===== config.mk =====
export PLATFORM = sky130hd
export DESIGN_NAME = thread_ready_queue_scheduler_top
export DESIGN_NICKNAME = d
export VERILOG_FILES = /design/src/rtl/trq_pkg.sv /design/src/rtl/trq_queue.sv /design/src/rtl/trq_datapath.sv /design/src/rtl/trq_ctrl.sv /design/src/rtl/thread_ready_queue_scheduler_top.sv
export VERILOG_INCLUDE_DIRS = /design/src /design/src/rtl
export SDC_FILE = /design/constraint.sdc
export NUM_CORES = 1
export LEC_CHECK = 0
export BUFFER_PORTS_ARGS = -buffer_cell sky130_fd_sc_hd__buf_2
export CAP_MARGIN = 10
export CORE_MARGIN = 2
export CORE_UTILIZATION = 57
export CTS_CLUSTER_SIZE = 8
export DETAILED_ROUTE_END_ITERATION = 10
export PLACE_DENSITY_LB_ADDON = 0.25
export SYNTH_ARGS = -nofsm -noshare
export SYNTH_HDL_FRONTEND = slang
export SYNTH_SLANG_ARGS = --single-unit
export TNS_END_PERCENT = 5

===== constraint.sdc =====
create_clock -name clk -period 3.3 [get_ports clk]
set_input_delay 0.33 -clock clk [delete_from_list [all_inputs] [get_ports clk]]
set_output_delay 0.33 -clock clk [all_outputs]
set_load 0.005 [all_outputs]

===== src/rtl/thread_ready_queue_scheduler_top_macros.svh =====
// Assertion macros used by the scheduler RTL.
// Each macro takes a label, the clock, the reset, an antecedent and a consequent.
`ifndef THREAD_READY_QUEUE_SCHEDULER_TOP_MACROS_SVH
`define THREAD_READY_QUEUE_SCHEDULER_TOP_MACROS_SVH

`ifndef SYNTHESIS
`define TRQ_ASSERT_IMPL(label, clk, rst, ante, cons) \
  label: assert property (@(posedge clk) disable iff (rst) (ante) |-> (cons)) \
    else $error("scheduler assertion failed");
`define TRQ_ASSERT_NEXT(label, clk, rst, ante, cons) \
  label: assert property (@(posedge clk) disable iff (rst) (ante) |=> (cons)) \
    else $error("scheduler assertion failed");
`else
`define TRQ_ASSERT_IMPL(label, clk, rst, ante, cons)
`define TRQ_ASSERT_NEXT(label, clk, rst, ante, cons)
`endif

`endif


===== src/rtl/trq_pkg.sv =====
package trq_pkg;

  localparam logic [2:0] MODE_CHANGE  = 3'd0;
  localparam logic [2:0] MODE_AWAKE   = 3'd1;
  localparam logic [2:0] MODE_SLEEP   = 3'd2;
  localparam logic [2:0] MODE_YIELD   = 3'd3;
  localparam logic [2:0] MODE_RELEASE = 3'd4;

  localparam logic [1:0] TS_STOPPED   = 2'd0;
  localparam logic [1:0] TS_SUSPENDED = 2'd1;
  localparam logic [1:0] TS_RUNNING   = 2'd2;

  localparam logic [1:0] STAT_OK             = 2'd0;
  localparam logic [1:0] STAT_AWAKE_STOPPED  = 2'd1;
  localparam logic [1:0] STAT_NOT_HEAD       = 2'd2;

  typedef struct packed {
    logic [2:0] mode;
    logic [3:0] thread_id;
    logic [1:0] req_state;
    logic       to_front;
  } event_t;

  typedef struct packed {
    logic       head_valid;
    logic [3:0] head_thread;
    logic [4:0] ready_count;
    logic [1:0] status;
  } result_t;

  typedef struct packed {
    logic [1:0] run_state;
    logic       asleep;
  } thread_entry_t;

  typedef enum logic [2:0] {
    QOP_NONE,
    QOP_PUSH_BACK,
    QOP_PUSH_FRONT,
    QOP_REMOVE,
    QOP_ROTATE
  } qop_t;

  typedef struct packed {
    logic load;
    logic exec;
  } ctrl_cmd_t;

  typedef struct packed {
    logic rsp_busy;
  } dp_status_t;

endpackage


===== src/rtl/trq_queue.sv =====
module trq_queue #(
  parameter int NUM_THREADS = 16,
  localparam int THREAD_W = $clog2(NUM_THREADS),
  localparam int COUNT_W = $clog2(NUM_THREADS + 1)
) (
  input  logic                clk,
  input  logic                rst,
  input  logic                update,
  input  trq_pkg::qop_t       op,
  input  logic [THREAD_W-1:0] thread,
  output logic [THREAD_W-1:0] head,
  output logic [COUNT_W-1:0]  count,
  output logic [THREAD_W-1:0] head_next,
  output logic [COUNT_W-1:0]  count_next
);

  localparam logic [NUM_THREADS-1:0] ALL_ONES = '1;

  logic [THREAD_W-1:0]    cells      [NUM_THREADS];
  logic [THREAD_W-1:0]    cells_next [NUM_THREADS];
  logic [NUM_THREADS-1:0] match;
  logic [NUM_THREADS-1:0] shift_dn;
  logic [COUNT_W-1:0]     last_pos;
  logic                   found;
  logic                   full;

  // Every cell compares itself; a cell moves down when any cell at or below it matched.
  always_comb begin
    for (int i = 0; i < NUM_THREADS; i++) begin
      match[i] = (COUNT_W'(i) < count) && (cells[i] == thread);
    end
    for (int i = 0; i < NUM_THREADS; i++) begin
      shift_dn[i] = |(match & (ALL_ONES >> (NUM_THREADS - 1 - i)));
    end
  end

  assign found    = |match;
  assign full     = (count == COUNT_W'(NUM_THREADS));
  assign last_pos = count - 1'b1;

  always_comb begin
    count_next = count;
    for (int i = 0; i < NUM_THREADS; i++) begin
      cells_next[i] = cells[i];
    end
    case (op)
      trq_pkg::QOP_PUSH_BACK: begin
        if (!full) begin
          for (int i = 0; i < NUM_THREADS; i++) begin
            if (COUNT_W'(i) == count) begin
              cells_next[i] = thread;
            end
          end
          count_next = count + 1'b1;
        end
      end
      trq_pkg::QOP_PUSH_FRONT: begin
        if (!full) begin
          cells_next[0] = thread;
          for (int i = 1; i < NUM_THREADS; i++) begin
            cells_next[i] = cells[i-1];
          end
          count_next = count + 1'b1;
        end
      end
      trq_pkg::QOP_REMOVE: begin
        if (found) begin
          for (int i = 0; i < NUM_THREADS - 1; i++) begin
            if (shift_dn[i]) begin
              cells_next[i] = cells[i+1];
            end
          end
          count_next = count - 1'b1;
        end
      end
      trq_pkg::QOP_ROTATE: begin
        // The matching thread leaves and comes back at the tail; the length stays.
        if (found) begin
          for (int i = 0; i < NUM_THREADS - 1; i++) begin
            if (shift_dn[i]) begin
              cells_next[i] = cells[i+1];
            end
          end
          for (int i = 0; i < NUM_THREADS; i++) begin
            if (COUNT_W'(i) == last_pos) begin
              cells_next[i] = thread;
            end
          end
        end
      end
      default: begin
      end
    endcase
  end

  assign head      = cells[0];
  assign head_next = cells_next[0];

  always_ff @(posedge clk) begin
    if (rst) begin
      count <= '0;
    end else if (update) begin
      count <= count_next;
    end
  end

  always_ff @(posedge clk) begin
    if (update) begin
      for (int i = 0; i < NUM_THREADS; i++) begin
        cells[i] <= cells_next[i];
      end
    end
  end

endmodule


===== src/rtl/trq_datapath.sv =====
module trq_datapath #(
  parameter int NUM_THREADS = 16,
  localparam int THREAD_W = $clog2(NUM_THREADS),
  localparam int COUNT_W = $clog2(NUM_THREADS + 1)
) (
  input  logic                clk,
  input  logic                rst,
  input  trq_pkg::ctrl_cmd_t  cmd,
  input  trq_pkg::event_t     evt,
  input  logic                rsp_ready,
  output logic                rsp_valid,
  output trq_pkg::result_t    rsp,
  output trq_pkg::dp_status_t status
);

  trq_pkg::thread_entry_t table_mem [NUM_THREADS];
  logic [NUM_THREADS-1:0] written;

  trq_pkg::event_t        item;
  trq_pkg::thread_entry_t rd_entry;
  logic                   rd_written;
  trq_pkg::thread_entry_t cur;
  trq_pkg::thread_entry_t wr_entry;
  logic                   wr_en;
  logic [1:0]             stat;
  trq_pkg::qop_t          op;
  logic                   t_ok;

  logic [THREAD_W-1:0] rd_idx;
  logic [THREAD_W-1:0] idx;
  logic [THREAD_W-1:0] q_head;
  logic [THREAD_W-1:0] q_head_next;
  logic [COUNT_W-1:0]  q_count;
  logic [COUNT_W-1:0]  q_count_next;

  assign rd_idx = THREAD_W'(evt.thread_id);
  assign idx    = THREAD_W'(item.thread_id);
  assign t_ok   = 32'(item.thread_id) < NUM_THREADS;

  // The table entry is read while the transaction is taken, so it is ready in the next cycle.
  always_ff @(posedge clk) begin
    if (cmd.load) begin
      item       <= evt;
      rd_entry   <= table_mem[rd_idx];
      rd_written <= written[rd_idx];
    end
  end

  // An entry never written since reset reads as stopped and awake.
  assign cur = rd_written ? rd_entry : '0;

  always_comb begin
    op       = trq_pkg::QOP_NONE;
    wr_en    = 1'b0;
    wr_entry = cur;
    stat     = trq_pkg::STAT_OK;
    if (t_ok) begin
      case (item.mode)
        trq_pkg::MODE_CHANGE: begin
          if ((item.req_state inside {trq_pkg::TS_STOPPED, trq_pkg::TS_SUSPENDED,
                                      trq_pkg::TS_RUNNING}) &&
              item.req_state != cur.run_state) begin
            wr_en              = 1'b1;
            wr_entry.run_state = item.req_state;
            case (cur.run_state)
              trq_pkg::TS_STOPPED: begin
                wr_entry.asleep = 1'b0;
                if (item.req_state == trq_pkg::TS_RUNNING) begin
                  op = trq_pkg::QOP_PUSH_BACK;
                end
              end
              trq_pkg::TS_RUNNING: begin
                if (!cur.asleep) begin
                  op = trq_pkg::QOP_REMOVE;
                end
              end
              default: begin
                if (item.req_state == trq_pkg::TS_RUNNING && !cur.asleep) begin
                  op = trq_pkg::QOP_PUSH_BACK;
                end
              end
            endcase
          end
        end
        trq_pkg::MODE_AWAKE: begin
          if (cur.run_state == trq_pkg::TS_STOPPED) begin
            stat = trq_pkg::STAT_AWAKE_STOPPED;
          end else if (cur.asleep) begin
            wr_en           = 1'b1;
            wr_entry.asleep = 1'b0;
            if (cur.run_state == trq_pkg::TS_RUNNING) begin
              op = item.to_front ? trq_pkg::QOP_PUSH_FRONT : trq_pkg::QOP_PUSH_BACK;
            end
          end
        end
        trq_pkg::MODE_SLEEP, trq_pkg::MODE_YIELD: begin
          if (q_count == '0 || q_head != idx) begin
            stat = trq_pkg::STAT_NOT_HEAD;
          end else if (item.mode == trq_pkg::MODE_SLEEP) begin
            op              = trq_pkg::QOP_REMOVE;
            wr_en           = 1'b1;
            wr_entry.asleep = 1'b1;
          end else begin
            op = trq_pkg::QOP_ROTATE;
          end
        end
        trq_pkg::MODE_RELEASE: begin
          if (cur.run_state != trq_pkg::TS_STOPPED) begin
            op = trq_pkg::QOP_REMOVE;
          end
          wr_en              = 1'b1;
          wr_entry.run_state = trq_pkg::TS_STOPPED;
          wr_entry.asleep    = 1'b0;
        end
        default: begin
        end
      endcase
    end
  end

  always_ff @(posedge clk) begin
    if (cmd.exec && wr_en) begin
      table_mem[idx] <= wr_entry;
    end
  end

  always_ff @(posedge clk) begin
    if (rst) begin
      written <= '0;
    end else if (cmd.exec && wr_en) begin
      written[idx] <= 1'b1;
    end
  end

  trq_queue #(
    .NUM_THREADS(NUM_THREADS)
  ) u_queue (
    .clk        (clk),
    .rst        (rst),
    .update     (cmd.exec),
    .op         (op),
    .thread     (idx),
    .head       (q_head),
    .count      (q_count),
    .head_next  (q_head_next),
    .count_next (q_count_next)
  );

  // The response reports the queue as it stands after this transaction.
  always_ff @(posedge clk) begin
    if (cmd.exec) begin
      rsp.head_valid  <= (q_count_next != '0);
      rsp.head_thread <= (q_count_next != '0) ? 4'(q_head_next) : 4'd0;
      rsp.ready_count <= 5'(q_count_next);
      rsp.status      <= stat;
    end
  end

  always_ff @(posedge clk) begin
    if (rst) begin
      rsp_valid <= 1'b0;
    end else if (cmd.exec) begin
      rsp_valid <= 1'b1;
    end else if (rsp_ready) begin
      rsp_valid <= 1'b0;
    end
  end

  assign status.rsp_busy = rsp_valid && !rsp_ready;

endmodule


===== src/rtl/trq_ctrl.sv =====
module trq_ctrl (
  input  logic                clk,
  input  logic                rst,
  input  logic                evt_valid,
  output logic                evt_ready,
  input  trq_pkg::dp_status_t dp,
  output trq_pkg::ctrl_cmd_t  cmd
);

  typedef enum logic [1:0] {
    ST_IDLE = 2'b01,
    ST_EXEC = 2'b10
  } state_t;

  state_t state;
  state_t state_next;

  always_comb begin
    state_next = state;
    cmd        = '0;
    case (state)
      ST_IDLE: begin
        if (evt_valid) begin
          cmd.load   = 1'b1;
          state_next = ST_EXEC;
        end
      end
      ST_EXEC: begin
        // Hold the update until the response register is free.
        if (!dp.rsp_busy) begin
          cmd.exec   = 1'b1;
          state_next = ST_IDLE;
        end
      end
      default: begin
        state_next = ST_IDLE;
      end
    endcase
  end

  assign evt_ready = (state == ST_IDLE);

  always_ff @(posedge clk) begin
    if (rst) begin
      state <= ST_IDLE;
    end else begin
      state <= state_next;
    end
  end

endmodule


===== src/rtl/thread_ready_queue_scheduler_top.sv =====
// Thread ready-queue scheduler. Each event transaction on evt (change state, awake,
// sleep, yield, release) updates a per-thread table of run state and sleep mark and an
// ordered ready queue, and produces exactly one response transaction on rsp giving the
// queue head, the queue length and a status code. The thread's table entry is read while
// the transaction is taken; the table and the queue are then updated and the response
// register loaded, and only after that is the next event taken, so a new event is not
// accepted while one is in progress. The update waits while an earlier response has not
// been taken. The thread table is cleared at reset at once through per-entry valid bits,
// so there is no clearing pass. Thread ids at or above NUM_THREADS leave all state alone
// and report status ok.
`include "thread_ready_queue_scheduler_top_macros.svh"

module thread_ready_queue_scheduler_top #(
  parameter int NUM_THREADS = 16
) (
  input  logic             clk,
  input  logic             rst,
  input  logic             evt_valid,
  output logic             evt_ready,
  input  trq_pkg::event_t  evt,
  output logic             rsp_valid,
  input  logic             rsp_ready,
  output trq_pkg::result_t rsp
);

  trq_pkg::ctrl_cmd_t  cmd;
  trq_pkg::dp_status_t dp_status;

  trq_ctrl u_ctrl (
    .clk       (clk),
    .rst       (rst),
    .evt_valid (evt_valid),
    .evt_ready (evt_ready),
    .dp        (dp_status),
    .cmd       (cmd)
  );

  trq_datapath #(
    .NUM_THREADS(NUM_THREADS)
  ) u_datapath (
    .clk       (clk),
    .rst       (rst),
    .cmd       (cmd),
    .evt       (evt),
    .rsp_ready (rsp_ready),
    .rsp_valid (rsp_valid),
    .rsp       (rsp),
    .status    (dp_status)
  );

  `TRQ_ASSERT_NEXT(a_busy_after_accept, clk, rst, evt_valid && evt_ready, !evt_ready)
  `TRQ_ASSERT_IMPL(a_head_matches_count, clk, rst, rsp_valid, rsp.head_valid == (rsp.ready_count != 5'd0))
  `TRQ_ASSERT_IMPL(a_status_code, clk, rst, rsp_valid, rsp.status == trq_pkg::STAT_OK || rsp.status == trq_pkg::STAT_AWAKE_STOPPED || rsp.status == trq_pkg::STAT_NOT_HEAD)

endmodule


Word-level counts from Yosys, hierarchy flattened

Memories as Yosys holds them, arrays and structs flattened. A register that Yosys moved wholly into a read port is not among the register bits.
Index checks and enable logic that the tools add are counted.

Memories: 2
Register bits: 47
RAM bits: 112
Output and inout bits: 14
Input port bits: 14
Logic and storage cells: 255

Equality and inequality tests: 64
Reductions and logical operators: 51
Muxes and demuxes: 103
$add $sub $neg: 2
Order comparisons: 19
Bitwise operators: 1

Memories:

| name                     | words | bits a word | read ports | clocked after memory_dff | wr ports | RTL line           | RTL |
|---|---|---|---|---|---|---|---|
| u_datapath.u_queue.cells | 16    | 4           | 16         | 0                        | 16       | trq_queue.sv:19    | `logic [THREAD_W-1:0] cells [NUM_THREADS];` |
| u_datapath.table_mem     | 16    | 3           | 1          | 1                        | 1        | trq_datapath.sv:16 | `trq_pkg::thread_entry_t table_mem [NUM_THREADS];` |

Operators by type and width:

| cell                                                | count |
|---|---|
| case mux 60 bit (4 select lines)                    | 1 |
| 2-to-1 mux 64 bit                                   | 3 |
| 2-to-1 mux 4 bit                                    | 47 |
| equality test 4 x 5 -> 1 bit, first input constant  | 16 |
| equality test 4 bit                                 | 16 |
| 2-to-1 mux 60 bit                                   | 1 |
| equality test 3 x 5 -> 1 bit, first input constant  | 8 |
| < comparator 4 x 5 -> 1 bit, first input constant   | 8 |
| 2-to-1 mux 1 bit                                    | 24 |
| 2-to-1 mux 3 bit                                    | 8 |
| logical AND 1 bit                                   | 21 |
| equality test 2 x 5 -> 1 bit, first input constant  | 4 |
| < comparator 3 x 5 -> 1 bit, first input constant   | 4 |
| bitwise OR 16 bit                                   | 1 |
| OR reduction 16 bit                                 | 1 |
| OR reduction 15 bit                                 | 1 |
| OR reduction 14 bit                                 | 1 |
| OR reduction 13 bit                                 | 1 |
| equality test 3 x 2 -> 1 bit, second input constant | 4 |
| 2-to-1 mux 2 bit                                    | 6 |
| case mux 2 bit (2 select lines)                     | 3 |
| case mux 3 bit (4 select lines)                     | 1 |
| case mux 4 bit (3 select lines)                     | 1 |
| OR reduction 12 bit                                 | 1 |
| other kinds (40)                                    | 58 |

Depth between registers and ports, before layout

Gate-level depths: netlist (run 1).

Depth in word-level cells: 11
Gate-level depth with buffers: 15
Gate-level depth less buffers: 12

By module

A second synthesis (run 1) with hierarchy kept.

Cells, all modules: 1018
Area, all modules: 10562.6 um^2

By module, submodules not included:

| module       | instances | cells each | sequential area each (um^2) | area each (um^2) |
|---|---|---|---|---|
| trq_queue    | 1         | 733        | 2021.9                      | 6433.7 |
| trq_datapath | 1         | 276        | 2562.5                      | 4041.4 |
| trq_ctrl     | 1         | 9          | 40.0                        | 87.6 |

Worst setup path before layout (run 1)

Ideal clock, no wire load.

Kind: reg2reg
Start point: register u_datapath.u_queue.count[0] (netlist name)
End point: memory u_datapath.u_queue.cells[1][28] (netlist name), enable pin
Clock period less this slack: 3.606 ns
Buffers on the path: 2
Slack: -0.306 ns
Arrival: 3.216 ns
Cell stages (with the launch flop): 12
Required time: 2.910 ns
Library setup time: 0.390 ns
Cell sequence: dfxtp_1 > clkbuf_1 > inv_1 > ha_1 > clkbuf_2 > and2b_1 > nand2_1 > a31o_2 > or2_2 > nor3_1 > a31oi_1 > a2111oi_0

RTL lines:

| item          | RTL line |
|---|---|
| end, declared | trq_queue.sv:19 |

Worst setup path in the final report (run 1)

Start point: register u_datapath.item (netlist bit u_datapath.idx[1])
End point: register u_datapath.rsp[9] (netlist name)

Cells in the longest elaborated chain, start to end: 8
Elaborated cells on any way between the ends: 50
Those cells by class: eq/ne: 21; mux: 9; reduce/logical: 20

RTL lines:

| item                                                                         | RTL line            | RTL |
|---|---|---|
| start, declared                                                              | trq_datapath.sv:19  | `trq_pkg::event_t item;` |
| start signal, assigned                                                       | trq_datapath.sv:43  | `item <= evt;` |
| inequality test 4 bit                                                        | trq_datapath.sv:97  | `if (q_count == '0 \|\| q_head != idx) begin` |
| logical OR 1 bit                                                             | trq_datapath.sv:97  |  |
| 2-to-1 mux 3 bit                                                             | trq_datapath.sv:97  |  |
| case mux 3 bit (4 select lines)                                              | trq_datapath.sv:58  | `case (item.mode)` |
| equality test 3 x 2 -> 1 bit or equality test 3 x 1 -> 1 bit (tied branches) | trq_queue.sv:46     | `case (op)` |
| OR reduction 2 bit (no line)                                                 | -                   |  |
| case mux 5 bit (2 select lines) (*)                                          | trq_queue.sv:46     |  |
| via u_datapath.q_count_next[4]                                               | trq_datapath.sv:34  | `logic [COUNT_W-1:0] q_count_next;` |
| nonzero test 5 bit (*)                                                       | trq_datapath.sv:153 | `rsp.head_thread <= (q_count_next != '0) ? 4'(q_head_next) : 4'd0;` |

Mark *: on every way through the listed nets, which the timed path passes. The rest lies on a longest branch.
A chain may end at the register's enable or synchronous reset.

==> qor.csv, run 1 <==
stage,metric,value,unit
outcome,outcome,finished with violations,
outcome,failed_checks,setup timing,
global_route,grt_usage,31.9,%
sta,fmax,298,MHz
floorplanning,die_h,134,um
flow_run,drv_cap,0,
setup_path,crit_fanout,5,
clock_network,ctsHtreeMaxLevel,4,
layout,layout.nets,1059,
setup_path,crit-reg2reg-launch,u_datapath.idx[1],
synth,synth_edf_count,138,
synth,yosysWarningCount,0,
floorplanning,core,16600,sq um
sta,fin_ws,-58.5,ps
global_route,grt_pass1_wl,44.2,mm
sta,slew_violations,0,
synth,synth-compound-area-share,17.4,%
worst_hold_path,worstHoldStart,evt[0],
global_route,overflow,0,
floorplanning,dieArea,18000,sq um
synth,synth_cell_types,67,
sta,period_minus_slack,3360,ps
global_route,grt_max_degree,33,
clock_network,cts_sinks,162,
sta,slew_headroom,26.8,%
worst_hold_path,min-delay-path-class,in2reg,
synth,yosys.area_share.xor_xnor,6.16,%
floorplanning,initial_core_util,58.3,%
drt,num_vias,8420,
clock_network,clk-insertion-delay-late,440,ps
drt,ant_nets,0,
layout,fin_util,71.4,%
sta,clock_skew,12.7,ps
sta,hold_viol,0,
global_route,antenna_found_initial,0,
drt,drt-total-wl,28.9,mm
synth,ys_ff_latch,162,
synth,netlist.area_leader.share,42.8,%
pwr,ir_drop,0.421,mV
sta,rsz0062_at_grt,yes,
clock_network,cts_hold_buf,0,
setup_path,crit_type,reg2reg,
synth,synthCells,915,
clock_network,cts-root-buf,clkbuf_16,
layout,diodes,0,
global_route,grt_pass1_vias,8108,
drt,drt-pass1-iter-count,6,
setup_path,setup.worst_path.start,u_datapath.idx[1],
layout,synthToLayoutAreaGrowth,22.4,%
synth,syn_avg_cell_area,10.6,sq um
place,hpwlAfterDp,20.1,mm
clock_network,clk_pin_slew,80,ps
sta,tightest_slew,1090,ps
synth,synth.area.top_cells,"edfxtp_1 (43%), mux2i_1 (5.4%), dfxtp_1 (5.0%)",
drt,vias_per_cell,6.61,
setup_path,worst-endpoint-required,3500,ps
clock_network,tritoncts,yes,
place,place_area,10900,sq um
drt,avgRoutedWirePerCell,22.7,um
place,pre_cts_ws,-198,ps
layout,final_area,11800,sq um
place,dp_cells,1232,
setup_path,cp-start-kind,flop,
clock_network,cts_buffer_depth,2,
pwr,power.leakage,4.40,nW
synth,synthMuxAreaShare,10.6,%
layout,final_cells,1273,
synth,synth_top_area_cell,edfxtp_1,
sta,finalSetupViolCount,4,
layout,final_cell_mix,"edfxtp_1 (138), buf_4 (134), nand2_1 (77)",
pwr,power,4.80,mW
sta,fin_setup_tns,-190,ps
synth,async_flop_share,0,%
place,place_congestion,0.982,
synth,synth_top_family_by_area,compound AO/OA/AOI/OAI gates,
sta,period_share,102,%
sta,whs,61.9,ps
layout,fillers,1175,
layout,drive_gt1_share,27.0,%
setup_path,arrival,3560,ps
floorplanning,die_x,134,um
synth,syn_nets,934,
synth,synth_adder_area_share,0.647,%
clock_network,cts-buffers-inserted,17,
drt,drc,0,
drt,drtIter0Drc,1233,
pwr,p_per_area,405,nW/um^2
synth,netlist_area,9670,sq um
floorplanning,num_io_pins,28,
setup_path,setup.worst_path.end_class,flop,
place,io_buffers,27,
synth,synth_simple_gate_area_share,13.8,%
synth,synthFlopType,edfxtp_1,
layout,layout_commonest_cell,edfxtp_1,
floorplanning,rows,47,
synth,ys_seq_area_share,47.8,%
==> final timing paths <==
| kind | to | slack [ps] | depth (start not counted) |
|---|---|---|---|
| worst max-delay path | u_datapath.rsp[9] | -60 | 12 |
| worst min-delay path | u_datapath.item[0] | 60 | 1 |
| worst max register to register | u_datapath.rsp[9] | -60 | 12 |
| worst min register to register | u_datapath.written[14] | 470 | 1 |
==> report_power, final <==
group          switching (mW)  internal [mW]  total, mW
sequential             0.0157           2.24       2.25
combinational           0.280          0.207      0.487
clock                    1.00           1.05       2.06
==> flip-flops by register name, indices dropped and copies added, names as in the netlist <==
name and cells:
u_datapath.written 16, u_datapath.rsp 12, u_datapath.table_mem 48, u_datapath.u_queue.cells 64, u_datapath.rd_entry 3, u_datapath.rd_written 1, u_datapath.rsp_valid 1, u_datapath.item 6
u_ctrl.state 2, u_datapath.u_queue.count 5, u_datapath.idx 4
==> worst max-delay path, cell delays in order, from the launching register on <==
cell,delay [ps]
edfxtp_1,500
xor2_2,300
nor4_4,70
buf_4,140
a31o_4,230
nor4b_4,400
nor3_4,80
buf_4,160
nand3b_1,100
o21ai_0,120
a211o_1,300
or4b_4,540
and2_4,180
==> cell type report <==
cell class              instances  area, sq um  share of cell area, %
multi-input cells             674         4980                   42.0
clock buffers                  17          425                   3.59
clock inverters                15          214                   1.81
repair buffers                168         1250                   10.5
inverters                      17         71.3                  0.603
flip-flops and latches        162         4630                   39.1
well taps                     220          275                   2.33
==> synthesized netlist by cell type, types with 8 or more instances <==
cell type	instances
edfxtp_1	138
nand2_1	80
nor2_1	74
a21oi_1	63
o21ai_0	56
mux2i_1	52
clkbuf_1	37
xor2_1	35
xnor2_1	33
nand3_1	26
dfxtp_1	24
a221o_1	23
mux4_2	20
o211ai_1	20
inv_1	17
a22oi_1	16
nor3_1	15
o21a_1	14
and2_1	11
buf_2	11
and3_1	9
nand2b_1	9
nand4_1	8
nor2b_1	8
==> metal layers <==
layer  wire length, um  GRT usage [%]
met5                 0              0
met4               946           12.5
met3              2850           5.90
met2             13400           49.9
met1             11800           44.4
==> cells by family (layout without fill, tap and decap cells) <==
kind of cell,after synthesis,after routing
mux,77,77
buf+inv,79,217
flops,162,162
xor+xnor,68,68
compound gates,253,253
simple gates,271,271
fa+ha+maj,5,5
==> repair_timing <==
item	in CTS	in global routing
endpoints found under the setup margin	29	94
setup buffers	2	8
pin swaps	2	21
gates resized for setup	11	44
Note: power is estimated with default switching activity, not from simulation.
==> run 2: changes to the inputs <==
==> constraint.sdc (replaced) <==
create_clock -name clk -period 3.3 [get_ports clk]
set_input_delay 0 -clock clk [delete_from_list [all_inputs] [get_ports clk]]
set_output_delay 0 -clock clk [all_outputs]
set_load 0.005 [all_outputs]
==> run 2 against run 1 <==
  * The flow still finishes with violations (setup timing)
  * Hold slack worse by 1.6 ps
  * Die area unchanged
  * Sequential share of layout area down 0.36 points
  * Sequential cell count unchanged
  * Worst setup slack worse by 67 ps
  * Highest routed layer unchanged
==> qor.csv, run 2 (synthesized netlist as in run 1, its figures left out) <==
stage,metric,value,unit,change
outcome,outcome,finished with violations,,unchanged
outcome,failed_checks,setup timing,,unchanged
place,io_buffers,27,,unchanged
place,place_congestion,0.982,,unchanged
setup_path,worst-r2r-setup-slack,-130,ps,was -60 ps
floorplanning,die_x,134,um,unchanged
sta,rsz0062_at_grt,yes,,unchanged
layout,synthToLayoutAreaGrowth,23.5,%,was 22.4%
drt,drt-total-wl,29.1,mm,was 28.9 mm
floorplanning,initial_core_util,58.3,%,unchanged
pwr,power.leakage,4.45,nW,was 4.40 nW
flow_run,drv_cap,0,,unchanged
pwr,power.net_switching,1.31,mW,was 1.30 mW
worst_hold_path,min-delay-path-class,in2reg,,unchanged
layout,drive_gt1_share,26.7,%,was 27.0%
drt,drt-pass1-iter-count,6,,unchanged
setup_path,arrival,3630,ps,was 3560 ps
setup_path,r2r-end,u_datapath.rsp[9],,unchanged
global_route,grt_pass1_vias,8172,,was 8108
pwr,p_seq_share,46.8,%,was 47.0%
sta,clock_skew,12.9,ps,was 12.7 ps
sta,period_share,104,%,was 102%
global_route,overflow,0,,unchanged
sta,tightest_slew,1070,ps,was 1090 ps
pwr,clock_power_share,42.9,%,about the same
setup_path,crit_type,reg2reg,,unchanged
setup_path,crit-reg2reg-launch,u_datapath.idx[1],,unchanged
global_route,grt_usage,32.1,%,was 31.9%
sta,fmax,292,MHz,was 298 MHz
place,pre_cts_ws,-198,ps,unchanged
setup_path,worst-endpoint-required,3500,ps,about the same
global_route,grt_max_degree,33,,unchanged
global_route,antenna_found_initial,0,,unchanged
sta,period_minus_slack,3430,ps,was 3360 ps
worst_hold_path,worstHoldStart,evt[4],,was evt[0]
global_route,grt_pass1_wl,44.5,mm,was 44.2 mm
floorplanning,core,16600,sq um,unchanged
layout,largest_register_ff_count,64,,unchanged
drt,vias_per_cell,6.60,,was 6.61
sta,fin_ws,-126,ps,was -58.5 ps
layout,layout_commonest_cell,edfxtp_1,,unchanged
drt,num_vias,8471,,was 8420
setup_path,r2r_cells,12,,unchanged
setup_path,setup.worst_path.end_class,flop,,unchanged
sta,hold_viol,0,,unchanged
setup_path,cp-start-kind,flop,,unchanged
layout,fillers,1158,,was 1175
floorplanning,rows,47,,unchanged
pwr,power_report.internal_total,3.51,mW,was 3.50 mW
drt,avgRoutedWirePerCell,22.7,um,about the same
pwr,pwr-share-comb,10.3,%,was 10.2%
floorplanning,dieArea,18000,sq um,unchanged
sta,slew_violations,0,,unchanged
pwr,p_per_area,403,nW/um^2,was 405 nW/um^2
clock_network,cts_buffer_depth,2,,unchanged
layout,reg.largest.list,"u_datapath.u_queue.cells (64), u_datapath.table_mem (48), u_datapath.written (16)",,unchanged
pwr,swShare,27.2,%,was 27.0%
place,hpwlAfterDp,20.1,mm,unchanged
clock_network,ctsHtreeMaxLevel,4,,unchanged
floorplanning,die_h,134,um,unchanged
layout,diodes,0,,unchanged
clock_network,clk_pin_slew,80,ps,about the same
pwr,ir_drop,0.422,mV,was 0.421 mV
drt,drc,0,,unchanged
worst_hold_path,hold-path-cell-count,1,,unchanged
worst_hold_path,min_to,u_datapath.idx[1],,was u_datapath.item[0]
sta,slew_headroom,28.7,%,was 26.8%
layout,regMostFlops,u_datapath.u_queue.cells,,unchanged
place,dp_cells,1232,,unchanged
drt,drtIter0Drc,1111,,was 1233
setup_path,crit_fanout,5,,unchanged
clock_network,clk-insertion-delay-late,440,ps,about the same
clock_network,cts_sinks,162,,unchanged
layout,final_cell_mix,"edfxtp_1 (138), buf_4 (134), nand2_1 (77)",,unchanged
sta,finalSetupViolCount,5,,was 4
clock_network,cts-buffers-inserted,17,,unchanged
drt,ant_nets,0,,unchanged
sta,whs,60.3,ps,was 61.9 ps
clock_network,tritoncts,yes,,unchanged
layout,final_cells,1284,,was 1273
layout,layout.nets,1070,,was 1059
clock_network,cts-root-buf,clkbuf_16,,unchanged
floorplanning,num_io_pins,28,,unchanged
==> run 2: cell type report <==
| type | instances | area, sq um | area share, % |
|---|---|---|---|
| multi-input cells | 674 | 4980 | 41.7 |
| flip-flops and latches | 162 | 4630 | 38.7 |
| repair buffers | 179 | 1360 | 11.4 |
| clock buffers | 17 | 425 | 3.56 |
| well taps | 220 | 275 | 2.30 |
| clock inverters | 15 | 214 | 1.79 |
| inverters | 17 | 71.3 | 0.597 |
==> run 2: worst max path at each step <==
stage / startpoint / endpoint / slack [ps] / depth (start not counted)
2_1_floorplan: u_datapath.u_queue.count[0] / u_datapath.rsp[10] / -90 / 14
3_3_place_gp: u_datapath.idx[1] / u_datapath.u_queue.cells[1][30] / -130 / 13
3_5_place_dp: u_datapath.idx[1] / u_datapath.u_queue.cells[1][29] / -200 / 13
4_1_cts: u_datapath.idx[1] / u_datapath.u_queue.cells[1][11] / -50 / 11
5_1_grt: u_datapath.idx[0] / u_datapath.rsp[9] / -170 / 14
6_report: u_datapath.idx[1] / u_datapath.rsp[9] / -130 / 12
==> run 2: routing by layer <==
layer | track usage, % | wire length (um) | up-vias
met1 | 44.6 | 11900 | 4103
met2 | 50.5 | 13300 | 533
li1 | - | - | 3742
met5 | 0 | 0 | -
met3 | 5.97 | 2910 | 93
met4 | 12.5 | 970 | 0
==> run 2: worst max-delay path, cell delays in order, from the launching register on <==
cell and delay (ps):
edfxtp_1 500, xor2_2 310, nor4_4 70, buf_4 140, a31o_4 230, nor4b_4 410
nor3_4 90, buf_4 160, nand3b_1 90, o21ai_0 150, a211o_1 330, or4b_4 540
and2_4 180
==> run 2: what timing repair did <==
item                                    CTS  global route
hold endpoints to repair                 18             0
resized for setup                        11            44
hold buffers                             11             0
setup buffers                             2             8
pin swaps                                 2            21
endpoints found under the setup margin   29            94
==> run 2: metrics by stage <==
step / power, mW / util, % / setup TNS [ps] / cell area, sq um
after global routing: 4.93 / 72.0 / -1590 / 11900
after global placement: 2.74 / 66.0 / -852 / 10900
after detailed placement: 2.75 / 66.0 / -1240 / 10900
after floorplan: 2.58 / - / -978 / 9790
after CTS: 4.79 / 70.8 / -253 / 11700
final: 4.82 / 72.0 / -463 / 11900
==> run 2: power groups by stage <==
stage | Combinational, mW | Clock (mW) | Sequential, mW
2_1_floorplan | 0.285 | 0 | 2.29
3_3_place_gp | 0.443 | 0 | 2.30
3_5_place_dp | 0.447 | 0 | 2.30
4_1_cts | 0.465 | 2.08 | 2.25
5_1_grt | 0.529 | 2.15 | 2.26
6_report | 0.497 | 2.07 | 2.25
